## src/design/nps_pkg.sv

```systemverilog
// ----------------------------------------------------------------------------
// nps_pkg
// Shared types, widths and constants of the nearest point search unit.
// ----------------------------------------------------------------------------
`default_nettype none

package nps_pkg;

  // Field widths of the item channels
  localparam int IDX_FIELD_W = 4;
  localparam int COORD_W     = 16;
  localparam int RAD_W       = 16;
  localparam int DIST_W      = 16;
  localparam int CNT_FIELD_W = 5;

  // Squared radius fits in 32 bits after the clamp
  localparam int RSQ_W = 32;
  // One squared axis difference: 17-bit signed value squared
  localparam int SQ_W  = 33;
  // Sum of two squared differences
  localparam int D2_W  = 34;

  localparam logic [RAD_W-1:0] RADIUS_CAP = 16'd46340;

  // Default sizes
  localparam int ENTRIES_DEF     = 16;
  localparam int QUEUE_DEPTH_DEF = 2;

  // Request opcodes
  typedef enum logic {
    OP_WRITE = 1'b0,
    OP_QUERY = 1'b1
  } cmd_op_t;

  // Classified command passed from front to back
  typedef struct packed {
    cmd_op_t                   op;
    logic [IDX_FIELD_W-1:0]    index;
    logic signed [COORD_W-1:0] x;
    logic signed [COORD_W-1:0] z;
    logic                      active;
    logic [RSQ_W-1:0]          rad_sq;
  } cmd_t;

  // Square root unit handshake
  typedef struct packed {
    logic             start;
    logic [RSQ_W-1:0] value;
  } sqrt_req_t;

  typedef struct packed {
    logic              done;
    logic [DIST_W-1:0] root;
  } sqrt_rsp_t;

  // Back-end sequencer states
  typedef enum logic [2:0] {
    ST_IDLE = 3'b001,
    ST_SCAN = 3'b010,
    ST_ROOT = 3'b100
  } back_state_t;

endpackage : nps_pkg

`default_nettype wire

```

## src/design/nps_if.sv

```systemverilog
// ----------------------------------------------------------------------------
// nps_if
// Request and response channel interfaces with valid/ready handshake.
// ----------------------------------------------------------------------------
`default_nettype none

interface nps_req_if;
  import nps_pkg::*;

  logic                      valid;
  logic                      ready;
  logic                      req_type;
  logic [IDX_FIELD_W-1:0]    entry_index;
  logic signed [COORD_W-1:0] pos_x;
  logic signed [COORD_W-1:0] pos_z;
  logic                      entry_active;
  logic [RAD_W-1:0]          search_radius;

  modport source (
    output valid, req_type, entry_index, pos_x, pos_z, entry_active, search_radius,
    input  ready
  );

  modport sink (
    input  valid, req_type, entry_index, pos_x, pos_z, entry_active, search_radius,
    output ready
  );
endinterface : nps_req_if

interface nps_rsp_if;
  import nps_pkg::*;

  logic                   valid;
  logic                   ready;
  logic                   found;
  logic [IDX_FIELD_W-1:0] nearest_index;
  logic [DIST_W-1:0]      distance;
  logic [CNT_FIELD_W-1:0] active_total;

  modport source (
    output valid, found, nearest_index, distance, active_total,
    input  ready
  );

  modport sink (
    input  valid, found, nearest_index, distance, active_total,
    output ready
  );
endinterface : nps_rsp_if

`default_nettype wire

```

## src/design/nearest_point_search_isqrt_unit.sv

```systemverilog
// A write item's result is registered when the back end takes the command.
// A query scans the table, reading one entry per cycle through the single
// RAM read port; then, if a nearest entry was found, the floor square root
// runs 16 steps, one bit pair per cycle.
// The back end handles one item at a time; the command queue keeps accepting
// while a query runs, as long as it has room. Reset clears active marks, count and queue.
// ----------------------------------------------------------------------------
// nearest_point_search_isqrt_unit
// Nearest active table entry search with integer square root of distance.
// ----------------------------------------------------------------------------
`default_nettype none

module nearest_point_search_isqrt_unit #(
  parameter int ENTRIES     = nps_pkg::ENTRIES_DEF,
  parameter int QUEUE_DEPTH = nps_pkg::QUEUE_DEPTH_DEF
) (
  input  wire logic clk,
  input  wire logic rst,
  nps_req_if.sink   req,
  nps_rsp_if.source rsp
);
  import nps_pkg::*;

  logic q_full;
  logic q_empty;
  logic push;
  logic pop;
  cmd_t push_cmd;
  cmd_t pop_cmd;

  nps_front u_nps_front (
    .req      (req),
    .q_full   (q_full),
    .push     (push),
    .push_cmd (push_cmd)
  );

  nps_queue #(
    .DEPTH (QUEUE_DEPTH)
  ) u_nps_queue (
    .clk      (clk),
    .rst      (rst),
    .push     (push),
    .push_cmd (push_cmd),
    .full     (q_full),
    .pop      (pop),
    .pop_cmd  (pop_cmd),
    .empty    (q_empty)
  );

  nps_back #(
    .ENTRIES (ENTRIES)
  ) u_nps_back (
    .clk     (clk),
    .rst     (rst),
    .q_empty (q_empty),
    .pop_cmd (pop_cmd),
    .pop     (pop),
    .rsp     (rsp)
  );

endmodule : nearest_point_search_isqrt_unit

`default_nettype wire

```

## src/design/nps_ram.sv

```systemverilog
// ----------------------------------------------------------------------------
// nps_ram
// Generic single-write, single-read RAM with registered read data.
// ----------------------------------------------------------------------------
`default_nettype none

module nps_ram #(
  parameter int WIDTH = 32,
  parameter int DEPTH = 16
) (
  input  wire logic                                clk,
  input  wire logic                                we,
  input  wire logic [(DEPTH > 1 ? $clog2(DEPTH) : 1)-1:0] waddr,
  input  wire logic [WIDTH-1:0]                    wdata,
  input  wire logic [(DEPTH > 1 ? $clog2(DEPTH) : 1)-1:0] raddr,
  output logic      [WIDTH-1:0]                    rdata
);

  logic [WIDTH-1:0] mem [DEPTH];

  // Write port
  always_ff @(posedge clk) begin
    if (we) begin
      mem[waddr] <= wdata;
    end
  end

  // Registered read port
  always_ff @(posedge clk) begin
    rdata <= mem[raddr];
  end

endmodule : nps_ram

`default_nettype wire

```

## src/design/nps_isqrt.sv

```systemverilog
// ----------------------------------------------------------------------------
// nps_isqrt
// Iterative floor square root, one bit pair per cycle.
// ----------------------------------------------------------------------------
`default_nettype none

module nps_isqrt (
  input  wire logic               clk,
  input  wire logic               rst,
  input  wire nps_pkg::sqrt_req_t req,
  output nps_pkg::sqrt_rsp_t      rsp
);
  import nps_pkg::*;

  logic             busy;
  logic             done;
  logic [RSQ_W-1:0] rem;
  logic [RSQ_W-1:0] root;
  logic [RSQ_W-1:0] bitm;
  logic [RSQ_W:0]   trial;

  assign trial = {1'b0, root} + {1'b0, bitm};

  // Control: busy through the 16 steps, done pulses after the last
  always_ff @(posedge clk) begin
    if (rst) begin
      busy <= 1'b0;
      done <= 1'b0;
    end else begin
      done <= busy && bitm[0];
      if (req.start) begin
        busy <= 1'b1;
      end else if (busy && bitm[0]) begin
        busy <= 1'b0;
      end
    end
  end

  // Datapath: subtract the trial value when it fits, then shift
  always_ff @(posedge clk) begin
    if (req.start) begin
      rem  <= req.value;
      root <= '0;
      bitm <= RSQ_W'(1) << (RSQ_W - 2);
    end else if (busy) begin
      if ({1'b0, rem} >= trial) begin
        rem  <= rem - trial[RSQ_W-1:0];
        root <= (root >> 1) + bitm;
      end else begin
        root <= root >> 1;
      end
      bitm <= bitm >> 2;
    end
  end

  assign rsp.done = done;
  assign rsp.root = root[DIST_W-1:0];

endmodule : nps_isqrt

`default_nettype wire

```

## src/design/nps_front.sv

```systemverilog
// ----------------------------------------------------------------------------
// nps_front
// Accept request items, clamp the radius, square it and build a command.
// ----------------------------------------------------------------------------
`default_nettype none

module nps_front (
  nps_req_if.sink            req,
  input  wire logic          q_full,
  output logic               push,
  output nps_pkg::cmd_t      push_cmd
);
  import nps_pkg::*;

  logic [RAD_W-1:0] rad_c;

  // Accept whenever the command queue has room
  assign req.ready = !q_full;
  assign push      = req.valid && !q_full;

  // Clamp the radius so its square stays below 2^31
  assign rad_c = (req.search_radius > RADIUS_CAP) ? RADIUS_CAP : req.search_radius;

  // Classify the item
  always_comb begin
    push_cmd.op     = req.req_type ? OP_QUERY : OP_WRITE;
    push_cmd.index  = req.entry_index;
    push_cmd.x      = req.pos_x;
    push_cmd.z      = req.pos_z;
    push_cmd.active = req.entry_active;
    push_cmd.rad_sq = RSQ_W'(rad_c) * RSQ_W'(rad_c);
  end

endmodule : nps_front

`default_nettype wire

```

## src/design/nps_queue.sv

```systemverilog
// ----------------------------------------------------------------------------
// nps_queue
// Small command FIFO between the front and back parts.
// ----------------------------------------------------------------------------
`default_nettype none

module nps_queue #(
  parameter int DEPTH = nps_pkg::QUEUE_DEPTH_DEF
) (
  input  wire logic          clk,
  input  wire logic          rst,
  input  wire logic          push,
  input  wire nps_pkg::cmd_t push_cmd,
  output logic               full,
  input  wire logic          pop,
  output nps_pkg::cmd_t      pop_cmd,
  output logic               empty
);
  import nps_pkg::*;

  localparam int PTR_W = (DEPTH > 1) ? $clog2(DEPTH) : 1;
  localparam int CNT_W = $clog2(DEPTH + 1);

  cmd_t             slots [DEPTH];
  logic [PTR_W-1:0] wr_ptr;
  logic [PTR_W-1:0] rd_ptr;
  logic [CNT_W-1:0] count;

  assign full    = (count == CNT_W'(DEPTH));
  assign empty   = (count == '0);
  assign pop_cmd = slots[rd_ptr];

  // Store pushed commands
  always_ff @(posedge clk) begin
    if (push) begin
      slots[wr_ptr] <= push_cmd;
    end
  end

  // Advance pointers and track fill level
  always_ff @(posedge clk) begin
    if (rst) begin
      wr_ptr <= '0;
      rd_ptr <= '0;
      count  <= '0;
    end else begin
      if (push) begin
        wr_ptr <= (wr_ptr == PTR_W'(DEPTH - 1)) ? '0 : wr_ptr + 1'b1;
      end
      if (pop) begin
        rd_ptr <= (rd_ptr == PTR_W'(DEPTH - 1)) ? '0 : rd_ptr + 1'b1;
      end
      if (push && !pop) begin
        count <= count + 1'b1;
      end else if (pop && !push) begin
        count <= count - 1'b1;
      end
    end
  end

endmodule : nps_queue

`default_nettype wire

```

## src/design/nps_back.sv

```systemverilog
// ----------------------------------------------------------------------------
// nps_back
// Execute commands: table writes, nearest-entry scan and square root.
// ----------------------------------------------------------------------------
`default_nettype none

module nps_back #(
  parameter int ENTRIES = nps_pkg::ENTRIES_DEF
) (
  input  wire logic          clk,
  input  wire logic          rst,
  input  wire logic          q_empty,
  input  wire nps_pkg::cmd_t pop_cmd,
  output logic               pop,
  nps_rsp_if.source          rsp
);
  import nps_pkg::*;

  localparam int IDX_W = (ENTRIES > 1) ? $clog2(ENTRIES) : 1;
  localparam int CNT_W = $clog2(ENTRIES + 1);
  localparam int PT_W  = 2 * COORD_W;

  back_state_t state;
  back_state_t state_next;

  // Table: coordinates in RAM, active marks in flip-flops
  logic [ENTRIES-1:0] active;
  logic [CNT_W-1:0]   count;
  logic [CNT_W-1:0]   count_next;

  logic               ram_we;
  logic [IDX_W-1:0]   ram_waddr;
  logic [IDX_W-1:0]   ram_raddr;
  logic [PT_W-1:0]    ram_rdata;

  // Query registers
  logic signed [COORD_W-1:0] qx;
  logic signed [COORD_W-1:0] qz;
  logic [RSQ_W-1:0]          best_d2;
  logic [IDX_W-1:0]          best_idx;
  logic                      best_found;

  // Scan pipeline
  logic [CNT_W-1:0] issue_cnt;
  logic             issue_go;
  logic             s1_v;
  logic             s1_act;
  logic [IDX_W-1:0] s1_idx;
  logic             s2_v;
  logic [IDX_W-1:0] s2_idx;
  logic [SQ_W-1:0]  sq_x;
  logic [SQ_W-1:0]  sq_z;

  logic signed [COORD_W:0]     dx;
  logic signed [COORD_W:0]     dz;
  logic signed [2*COORD_W+1:0] dx_sq;
  logic signed [2*COORD_W+1:0] dz_sq;
  logic [D2_W-1:0]             d2;
  logic                        scan_end;

  // Square root unit
  sqrt_req_t sq_req;
  sqrt_rsp_t sq_rsp;

  // Result register
  logic                   out_valid;
  logic                   out_found;
  logic [IDX_FIELD_W-1:0] out_index;
  logic [DIST_W-1:0]      out_root;
  logic [CNT_FIELD_W-1:0] out_total;
  logic                   out_free;

  logic wr_ok;

  nps_ram #(
    .WIDTH (PT_W),
    .DEPTH (ENTRIES)
  ) u_nps_ram (
    .clk   (clk),
    .we    (ram_we),
    .waddr (ram_waddr),
    .wdata ({pop_cmd.x, pop_cmd.z}),
    .raddr (ram_raddr),
    .rdata (ram_rdata)
  );

  nps_isqrt u_nps_isqrt (
    .clk (clk),
    .rst (rst),
    .req (sq_req),
    .rsp (sq_rsp)
  );

  // Take a command when idle and the result register is free
  assign out_free = !out_valid || rsp.ready;
  assign pop      = (state == ST_IDLE) && !q_empty && out_free;

  // Write decode: ignore slots beyond the table
  assign wr_ok     = (32'(pop_cmd.index) < ENTRIES);
  assign ram_we    = pop && (pop_cmd.op == OP_WRITE) && wr_ok;
  assign ram_waddr = IDX_W'(pop_cmd.index);

  // Active count after a write
  always_comb begin
    count_next = count;
    if (ram_we) begin
      unique case ({active[ram_waddr], pop_cmd.active})
        2'b01:   count_next = count + 1'b1;
        2'b10:   count_next = count - 1'b1;
        default: count_next = count;
      endcase
    end
  end

  // Scan address issue
  assign issue_go  = (state == ST_SCAN) && (issue_cnt < CNT_W'(ENTRIES));
  assign ram_raddr = issue_cnt[IDX_W-1:0];

  // Squared differences from the RAM read data
  assign dx    = {ram_rdata[PT_W-1], ram_rdata[PT_W-1:COORD_W]} - {qx[COORD_W-1], qx};
  assign dz    = {ram_rdata[COORD_W-1], ram_rdata[COORD_W-1:0]} - {qz[COORD_W-1], qz};
  assign dx_sq = dx * dx;
  assign dz_sq = dz * dz;

  assign d2       = {1'b0, sq_x} + {1'b0, sq_z};
  assign scan_end = (state == ST_SCAN) && !issue_go && !s1_v && !s2_v;

  assign sq_req.start = scan_end && best_found;
  assign sq_req.value = best_d2;

  // Sequencer
  always_comb begin
    state_next = state;
    unique case (state)
      ST_IDLE: begin
        if (pop && (pop_cmd.op == OP_QUERY)) begin
          state_next = ST_SCAN;
        end
      end
      ST_SCAN: begin
        if (scan_end) begin
          state_next = best_found ? ST_ROOT : ST_IDLE;
        end
      end
      ST_ROOT: begin
        if (sq_rsp.done) begin
          state_next = ST_IDLE;
        end
      end
      default: state_next = ST_IDLE;
    endcase
  end

  // Control registers
  always_ff @(posedge clk) begin
    if (rst) begin
      state     <= ST_IDLE;
      active    <= '0;
      count     <= '0;
      issue_cnt <= '0;
      s1_v      <= 1'b0;
      s2_v      <= 1'b0;
      out_valid <= 1'b0;
    end else begin
      state <= state_next;
      count <= count_next;
      if (ram_we) begin
        active[ram_waddr] <= pop_cmd.active;
      end

      // Scan pipeline valids
      if (pop) begin
        issue_cnt <= '0;
      end else if (issue_go) begin
        issue_cnt <= issue_cnt + 1'b1;
      end
      s1_v <= issue_go;
      s2_v <= s1_v && s1_act;

      // Result valid: load on completion, drop when taken
      if ((pop && (pop_cmd.op == OP_WRITE)) || (scan_end && !best_found) ||
          ((state == ST_ROOT) && sq_rsp.done)) begin
        out_valid <= 1'b1;
      end else if (rsp.ready) begin
        out_valid <= 1'b0;
      end
    end
  end

  // Query datapath
  always_ff @(posedge clk) begin
    if (pop) begin
      qx         <= pop_cmd.x;
      qz         <= pop_cmd.z;
      best_d2    <= pop_cmd.rad_sq;
      best_idx   <= '0;
      best_found <= 1'b0;
    end else if (s2_v && (d2 < D2_W'(best_d2))) begin
      best_d2    <= d2[RSQ_W-1:0];
      best_idx   <= s2_idx;
      best_found <= 1'b1;
    end
    s1_act <= active[ram_raddr];
    s1_idx <= ram_raddr;
    s2_idx <= s1_idx;
    sq_x   <= dx_sq[SQ_W-1:0];
    sq_z   <= dz_sq[SQ_W-1:0];
  end

  // Result payload
  always_ff @(posedge clk) begin
    if (pop && (pop_cmd.op == OP_WRITE)) begin
      out_found <= 1'b0;
      out_index <= '0;
      out_root  <= '0;
      out_total <= CNT_FIELD_W'(count_next);
    end else if (scan_end && !best_found) begin
      out_found <= 1'b0;
      out_index <= '0;
      out_root  <= '0;
      out_total <= CNT_FIELD_W'(count);
    end else if ((state == ST_ROOT) && sq_rsp.done) begin
      out_found <= 1'b1;
      out_index <= IDX_FIELD_W'(best_idx);
      out_root  <= sq_rsp.root;
      out_total <= CNT_FIELD_W'(count);
    end
  end

  assign rsp.valid         = out_valid;
  assign rsp.found         = out_found;
  assign rsp.nearest_index = out_index;
  assign rsp.distance      = out_root;
  assign rsp.active_total  = out_total;

endmodule : nps_back

`default_nettype wire

```

## src/flat_wrapper.sv

```systemverilog
// flat-port wrapper written by rule: the top's interface ports become plain ports
module nearest_point_search_isqrt_unit_flat import nps_pkg::*;
#(
  parameter int ENTRIES     = nps_pkg::ENTRIES_DEF,
  parameter int QUEUE_DEPTH = nps_pkg::QUEUE_DEPTH_DEF
)
  (clk, rst, req_valid, req_req_type, req_entry_index, req_pos_x, req_pos_z, req_entry_active, req_search_radius, req_ready, rsp_valid, rsp_found, rsp_nearest_index, rsp_distance, rsp_active_total, rsp_ready);
  nps_req_if req_i ();
  nps_rsp_if rsp_i ();
  input  wire logic clk;
  input  wire logic rst;
  input wire logic [$bits(req_i.valid)-1:0] req_valid;
  input wire logic [$bits(req_i.req_type)-1:0] req_req_type;
  input wire logic [$bits(req_i.entry_index)-1:0] req_entry_index;
  input wire logic [$bits(req_i.pos_x)-1:0] req_pos_x;
  input wire logic [$bits(req_i.pos_z)-1:0] req_pos_z;
  input wire logic [$bits(req_i.entry_active)-1:0] req_entry_active;
  input wire logic [$bits(req_i.search_radius)-1:0] req_search_radius;
  output wire logic [$bits(req_i.ready)-1:0] req_ready;
  output wire logic [$bits(rsp_i.valid)-1:0] rsp_valid;
  output wire logic [$bits(rsp_i.found)-1:0] rsp_found;
  output wire logic [$bits(rsp_i.nearest_index)-1:0] rsp_nearest_index;
  output wire logic [$bits(rsp_i.distance)-1:0] rsp_distance;
  output wire logic [$bits(rsp_i.active_total)-1:0] rsp_active_total;
  input wire logic [$bits(rsp_i.ready)-1:0] rsp_ready;
  assign req_i.valid = req_valid;
  assign req_i.req_type = req_req_type;
  assign req_i.entry_index = req_entry_index;
  assign req_i.pos_x = req_pos_x;
  assign req_i.pos_z = req_pos_z;
  assign req_i.entry_active = req_entry_active;
  assign req_i.search_radius = req_search_radius;
  assign req_ready = req_i.ready;
  assign rsp_valid = rsp_i.valid;
  assign rsp_found = rsp_i.found;
  assign rsp_nearest_index = rsp_i.nearest_index;
  assign rsp_distance = rsp_i.distance;
  assign rsp_active_total = rsp_i.active_total;
  assign rsp_i.ready = rsp_ready;
  nearest_point_search_isqrt_unit #(.ENTRIES(ENTRIES), .QUEUE_DEPTH(QUEUE_DEPTH)) u_core (.clk(clk), .rst(rst), .req(req_i), .rsp(rsp_i));
endmodule
```

## config.mk

```make
export PLATFORM = sky130hd
export DESIGN_NAME = nearest_point_search_isqrt_unit_flat
export DESIGN_NICKNAME = d
export VERILOG_FILES = /design/src/design/nps_pkg.sv /design/src/design/nps_if.sv /design/src/design/nearest_point_search_isqrt_unit.sv /design/src/design/nps_ram.sv /design/src/design/nps_isqrt.sv /design/src/design/nps_front.sv /design/src/design/nps_queue.sv /design/src/design/nps_back.sv /design/src/flat_wrapper.sv
export SDC_FILE = /design/constraint.sdc
export NUM_CORES = 2
export LEC_CHECK = 0
export ABC_CLOCK_PERIOD_IN_PS = 9500
export BUFFER_PORTS_ARGS = -buffer_cell sky130_fd_sc_hd__buf_2
export CAP_MARGIN = 20
export CORE_UTILIZATION = 33
export DETAILED_ROUTE_END_ITERATION = 16
export MAX_ROUTING_LAYER = met4
export PLACE_DENSITY = 0.56
export SLEW_MARGIN = 5
export SYNTH_ARGS = -nofsm -noshare
export SYNTH_HDL_FRONTEND = slang
export SYNTH_SLANG_ARGS = --single-unit
```

## constraint.sdc

```tcl
create_clock -name clk -period 9.5 [get_ports clk]
set_input_delay 0.95 -clock clk [delete_from_list [all_inputs] [get_ports clk]]
set_output_delay 0.95 -clock clk [all_outputs]
set_load 0.1 [all_outputs]
```

# Yosys cells after proc, flatten, opt, wreduce, memory -nomap -nowiden
# Memory sizes are Yosys's and may differ from the RTL's. A register that Yosys moved wholly into a read port is not among the register bits.
# Index checks and enable logic that the tools add are counted.
[word_totals]
register_bits = 288
ram_bits = 652
in_bits = 58
out_inout_bits = 28
wordCells = 145
mem_count = 2
[classes]
n_addsub = 13
multipliers = 3
magnitude_cmp = 7
eq_ne = 9
muxes = 39
bitwise = 1
n_reduce_logical = 42
[mem_list]
columns = ["memory", "depth", "word_bits", "rd", "rd_clocked_by_memory_dff", "write_ports", "line", "text"]
rows = [
  ["u_core.u_nps_back.u_nps_ram.mem", 16, 32, 1, 1, 1, "nps_ram.sv:19", "logic [WIDTH-1:0] mem [DEPTH];"],
  ["u_core.u_nps_queue.slots", 2, 70, 1, 1, 1, "nps_queue.sv:24", "cmd_t slots [DEPTH];"],
]
[ops]
columns = ["operator", "count"]
rows = [
  ["two-way mux 32 bit", 6],
  ["multiplier 17 x 17 -> 33 bit", 2],
  ["adder 33 x 33 -> 34 bit", 1],
  ["less-than comparator 34 x 32 -> 1 bit", 1],
  ["subtractor 16 x 16 -> 17 bit", 2],
  ["adder 32 x 31 -> 33 bit", 1],
  ["greater-or-equal comparator 32 x 33 -> 1 bit", 1],
  ["adder 31 x 31 -> 32 bit", 1],
  ["multiplier 16 x 16 -> 32 bit", 1],
  ["subtractor 32 bit", 1],
  ["two-way mux 5 bit", 4],
  ["logical AND 1 bit", 18],
  ["bitwise mux 16 bit", 1],
  ["greater-than comparator 16 bit, second input constant", 1],
  ["two-way mux 1 bit", 16],
  ["two-way mux 16 bit", 1],
  ["two-way mux 3 bit", 4],
  ["nonzero test 2 bit", 6],
  ["adder 5 x 1 -> 5 bit, second input constant", 2],
  ["less-than comparator 4 x 5 -> 1 bit, second input constant", 2],
  ["one-hot mux 5 bit (2 select lines)", 1],
  ["logical NOT 1 bit", 9],
  ["one-hot mux 3 bit (3 select lines)", 1],
  ["binary-select mux 1 bit (select 4 bit)", 2],
  ["other kinds (22)", 29],
]

# Depth between registers and ports, before layout
[depth]
ltp_word = 10
depth_mapped = 37
mapped_depth_nobuf = 36

# By module
# From an unflattened synthesis, not the netlist that was laid out.
[unflattened]
cells_unflattened = 6056
area_unflattened_um2 = 69452.9
[modules_own_cells]
columns = ["module", "instances", "cells_each", "area_per_inst_um2", "seq_area_each_um2"]
rows = [
  ["nps_back", 1, 3205, 29500.8, 4694.5],
  ["nps_ram", 1, 838, 19835.3, 16015.4],
  ["nps_front", 1, 924, 7875.1, 0.0],
  ["nps_isqrt", 1, 849, 6957.9, 1961.9],
  ["nps_queue", 1, 240, 5283.8, 4304.1],
]

# Least setup slack after synthesis
# No wires, ideal clock.
[synth_timing]
path_kind = "flip-flop to flip-flop"
startpoint = "register u_core.u_nps_back.qx[0]"
endpoint = "register u_core.u_nps_back.sq_x[31]"
setup_time_ps = 72
arrival_ps = 8093
required_ps = 9428
path_slack_ps = 1335
stages_incl_launch_ff = 35
path_buffers = 1
synth_period_minus_slack_ps = 8165
cell_sequence = "edfxtp_1 -> ha_1 -> fa_1 -> nand2b_1 -> a21boi_0 -> o21ai_1 -> a211oi_1 -> a2111oi_1 -> o31ai_1 -> a21oi_1 -> nand2b_1 -> a31o_2 -> inv_2 -> buf_2 -> nor2_1 -> fa_1 -> fa_1 -> inv_1 -> fa_1 -> inv_1 -> fa_1 -> fa_1 -> inv_1 -> fa_1 -> inv_1 -> ha_1 -> a21oi_1 -> nand3_1 -> a211oi_1 -> o21bai_1 -> o41ai_4 -> o21ai_2 -> or4_1 -> a21oi_2 -> xnor2_1"
[synth_between]
elab_chain_len = 2
[synth_lines]
columns = ["element", "line", "text"]
rows = [
  ["start, declared", "nps_back.sv:37", "logic signed [COORD_W-1:0] qx;"],
  ["start signal, assigned", "nps_back.sv:193", "qx <= pop_cmd.x;"],
  ["subtractor 16 x 16 -> 17 bit", "nps_back.sv:120", "assign dx = {ram_rdata[PT_W-1], ram_rdata[PT_W-1:COORD_W]} - {qx[COORD_W-1], qx};"],
  ["multiplier 17 x 17 -> 33 bit", "nps_back.sv:122", "assign dx_sq = dx * dx;"],
  ["via u_core.u_nps_back.dx_sq[31]", "nps_back.sv:56", "logic signed [2*COORD_W+1:0] dx_sq;"],
  ["end signal, assigned", "nps_back.sv:206", "sq_x <= dx_sq[SQ_W-1:0];"],
  ["end, declared", "nps_back.sv:51", "logic [SQ_W-1:0] sq_x;"],
]
# The timed path passes the listed nets, and every way through them passes these cells.
# A chain may end at the register's enable or synchronous reset.

# Final worst setup path
[layout_timing]
startpoint = "register u_core.u_nps_back.qx[0]"
endpoint = "register u_core.u_nps_back.sq_x[32]"
# Same word-level chain as after synthesis.

==> run_results.csv <==
group,metric,value,unit
routing,drtIter0Drc,2911,
logic_synthesis,netlist-cell-type-count,89,
critical_path,crit_required,10.06,ns
global_route,grt_overflow,0,
layout,syn2layout_area_growth,11.1,%
floorplanning,die_h,454,um
clock_tree,post_cts_buffers,0,
clock_tree,cts_max_level,3,
global_route,grt_use_met1,23.2,%
routing,dr.pass1.iters,5,
floorplanning,fp.dieW,454,um
job,cap_violations,0,
routing,wire_per_inst,19.7,um
placed_design,placed_cells,8368,
sta,clock_skew,0.0623,ns
logic_synthesis,yosysTopAreaCell,"edfxtp_1",
floorplanning,design.core.area,203000,um^2
run_status,status,"completed",
layout,final_nets,6975,
clock_tree,numCtsBuffers,102,
placed_design,gp_congestion,0.899,
sta,setup_tns,0,ns
logic_synthesis,syn_inst,5695,
routing,num_vias,41893,
layout,final_util,37.0,%
floorplanning,start_util,33.3,%
global_route,grt_usage,17.1,%
clock_tree,root_buffer,"clkbuf_16",
critical_path,crit_path_end_kind,"flop",
clock_tree,holdBufCountCts,0,
logic_synthesis,syn_area_per_cell,11.9,um^2
clock_tree,clock_latency,0.73,ns
global_route,top_usage_layer,"met2",
logic_synthesis,synthFlopType,"edfxtp_1",
floorplanning,die_area,206000,um^2
clock_tree,cts_max_path_buffers,3,
global_route,grt_pass1_vias,43912,
logic_synthesis,synth_edf_count,751,
placed_design,port_buffers,85,
logic_synthesis,yosysSeqAreaShare,39.9,%
layout,stdcell_count,8567,
sta,slew_viol_final,0,
floorplanning,io_pins,86,
clock_tree,cts_sinks,969,
clock_tree,cts_tree,"done",
sta,slew-limit-headroom,25.8,%
logic_synthesis,synth_warnings,0,
critical_path,crit_arrival,9.40,ns
logic_synthesis,synthTopCellsByArea,"edfxtp_1 (33%), fa_1 (21%), ha_1 (7.8%), dfxtp_1 (6.5%), inv_1 (5.7%)",
routing,vias_per_cell,4.89,
logic_synthesis,syn_area,67500,um^2
routing,drt_wl_total,169000,um
sta,finalHoldViolCount,0,
logic_synthesis,ys_seq_elements,969,
critical_path,max_stage_delay,0.52,ns
sta,period_needed,8.84,ns
global_route,groute.layer.met3.usage,2.26,%
floorplanning,fp-row-count,165,
sta,fmax,0.113,GHz
logic_synthesis,synth_fp_nets,6870,
global_route,grt_pass1_wl,263000,um
sta,tightest_slew,1.11,ns
clock_tree,clkTransAtPathRegs,0.06,ns
logic_synthesis,synth_top_area_share,33.4,%
hold_path,hold_class,"flop to flop",
sta,setup_viol,0,
critical_path,crit_path_start_kind,"flop",
critical_path,cp_slowest_cell,"fa_1",
placed_design,dpl.hpwl,123000,um
routing,drc,0,
global_route,met2_usage,27.0,%
critical_path,crit_top_cell,"fa_1",
global_route,grt_antenna_before_repair,5,
critical_path,critPathKind,"flop to flop",
layout,nFillCells,19841,
logic_synthesis,ys_async_sr_fraction,0,%
sta,grt_setup_unrepaired,"no",
global_route,grt_max_degree,98,
sta,period_share,93.1,%
routing,drtAntennaViolNets,0,
sta,worst_slack,0.657,ns
layout,drive_above_1_share,10.7,%
placed_design,pre_cts_slack,0.735,ns
critical_path,cp_max_fo,10,
## per-stage QoR
step | cell area (um^2) | hold slack (ns)
CTS | 75000 | 0.323
global route | 75000 | 0.346
finish | 75000 | 0.332
detailed placement | 71500 | 0.316
floorplan | 67500 | 0.310
global placement | 71500 | 0.314
## worst paths after layout
path / startpoint / endpoint / slack (ns) / cells past startpoint
setup reg to reg: u_core.u_nps_back.qx[0] / u_core.u_nps_back.sq_x[32] / 0.66 / 36
hold reg to reg: u_core.u_nps_back.s1_idx[0] / u_core.u_nps_back.s2_idx[0] / 0.33 / 0
hold / removal: u_core.u_nps_back.s1_idx[0] / u_core.u_nps_back.s2_idx[0] / 0.33 / 0
setup / recovery: u_core.u_nps_back.qx[0] / u_core.u_nps_back.sq_x[32] / 0.66 / 36
## area by class of cell
type | count | area (um^2) | area share, %
sequential | 969 | 26900 | 35.9
clock buffer | 141 | 2890 | 3.86
timing repair buffer | 182 | 1170 | 1.55
antenna | 5 | 12.5 | 0.0167
tap | 2672 | 3340 | 4.46
multi-input combinational | 3511 | 36200 | 48.2
inverter | 1034 | 3880 | 5.18
clock inverter | 53 | 593 | 0.791
## cell usage after synthesis (all sizes together), types with 12 or more instances
cell type and n:
inv 1029, edfxtp 751, fa 698, ha 419
nand2 418, nor2 383, a21oi 246, dfxtp 218
mux4 166, xnor2 159, o21ai 158, clkbuf 144
xor2 85, and3 80, a21o 71, mux2i 65
a211oi 51, nor3 50, mux2 38, nor2b 38
o21a 38, and2 37, buf 37, nand2b 35
nand3 34, o21bai 34, a31oi 26, nand4 20
o211ai 17, o31ai 13, a21boi 12, or3 12
## critical path: cells and delay by family, from the launching register on
family	cells	cell delay, ns
AND/OR/NAND/NOR	3	0.41
XOR/XNOR	2	0.28
adder cells (fa/ha/maj)	9	3.96
flip-flops	1	0.36
buffers and inverters	8	0.71
AO/OA/AOI/OAI	14	2.93
## kinds of logic (layout without fill, tap and decap cells)
group                      Yosys count  after routing  synth area share [%]
xor gates and xnor gates           244            244                  3.19
other                                0              5                     0
buffers and inverters             1215           1410                  6.79
muxes                              269            269                  7.14
and+or+nand+nor                   1142           1142                  7.57
adders and majority gates         1117           1117                  28.5
AOI/OAI and AO/OA                  739            739                  6.96
DFF                                969            969                  39.9
## cells in the final DEF (no fill, tap or decap), types with 50 or more instances in the layout
master        n
a21o_1       70
a21oi_1     245
clkbuf_16   103
edfxtp_1    751
nor2_1      365
buf_4        96
nand2_1     418
mux2i_1      64
fa_1        698
inv_1      1024
xnor2_1     157
ha_1        419
o21ai_0     143
nor3_1       50
dfxtp_1     212
mux4_2      166
xor2_1       85
buf_2        85
and3_1       78
## metal layers
| metal | vias up | wire length, um |
|---|---|---|
| met4 | 0 | 4300 |
| met5 | - | 0 |
| met1 | 21392 | 78000 |
| met3 | 213 | 8550 |
| met2 | 960 | 78100 |
| li1 | 19328 | - |
## registers in the layout (all words and copies together) (netlist names), 3 cells and up, named ones only
| name | cells |
|---|---|
| u_core.u_nps_queue.slots | 138 |
| u_core.u_nps_back.u_nps_isqrt.rem | 32 |
| u_core.u_nps_back.s2_idx | 4 |
| u_core.u_nps_back.best_d2 | 32 |
| u_core.u_nps_back.best_idx | 4 |
| u_core.u_nps_back.rsp.nearest_index | 4 |
| u_core.u_nps_back.s1_idx | 4 |
| u_core.u_nps_back.rsp.active_total | 5 |
| u_core.u_nps_back.rsp.distance | 16 |
| u_core.u_nps_back.u_nps_ram.rdata | 32 |
| u_core.u_nps_back.active | 16 |
| u_core.u_nps_back.u_nps_isqrt.bitm | 16 |
| u_core.u_nps_back.u_nps_isqrt.root | 32 |
| u_core.u_nps_back.state | 3 |
| u_core.u_nps_back.sq_z | 32 |
| u_core.u_nps_back.qz | 16 |
| u_core.u_nps_back.issue_cnt | 5 |
| u_core.u_nps_back.qx | 16 |
| u_core.u_nps_back.count | 5 |
| u_core.u_nps_back.sq_x | 32 |
| u_core.u_nps_back.u_nps_ram.mem | 512 |
## repair_timing
action,in CTS,in global routing
resized for setup,0,1
endpoints found under the setup margin,0,2
hold endpoints to repair,0,0
Power is not shown: default switching activity piles up to over one toggle a cycle in this logic, so the estimate is an artifact.
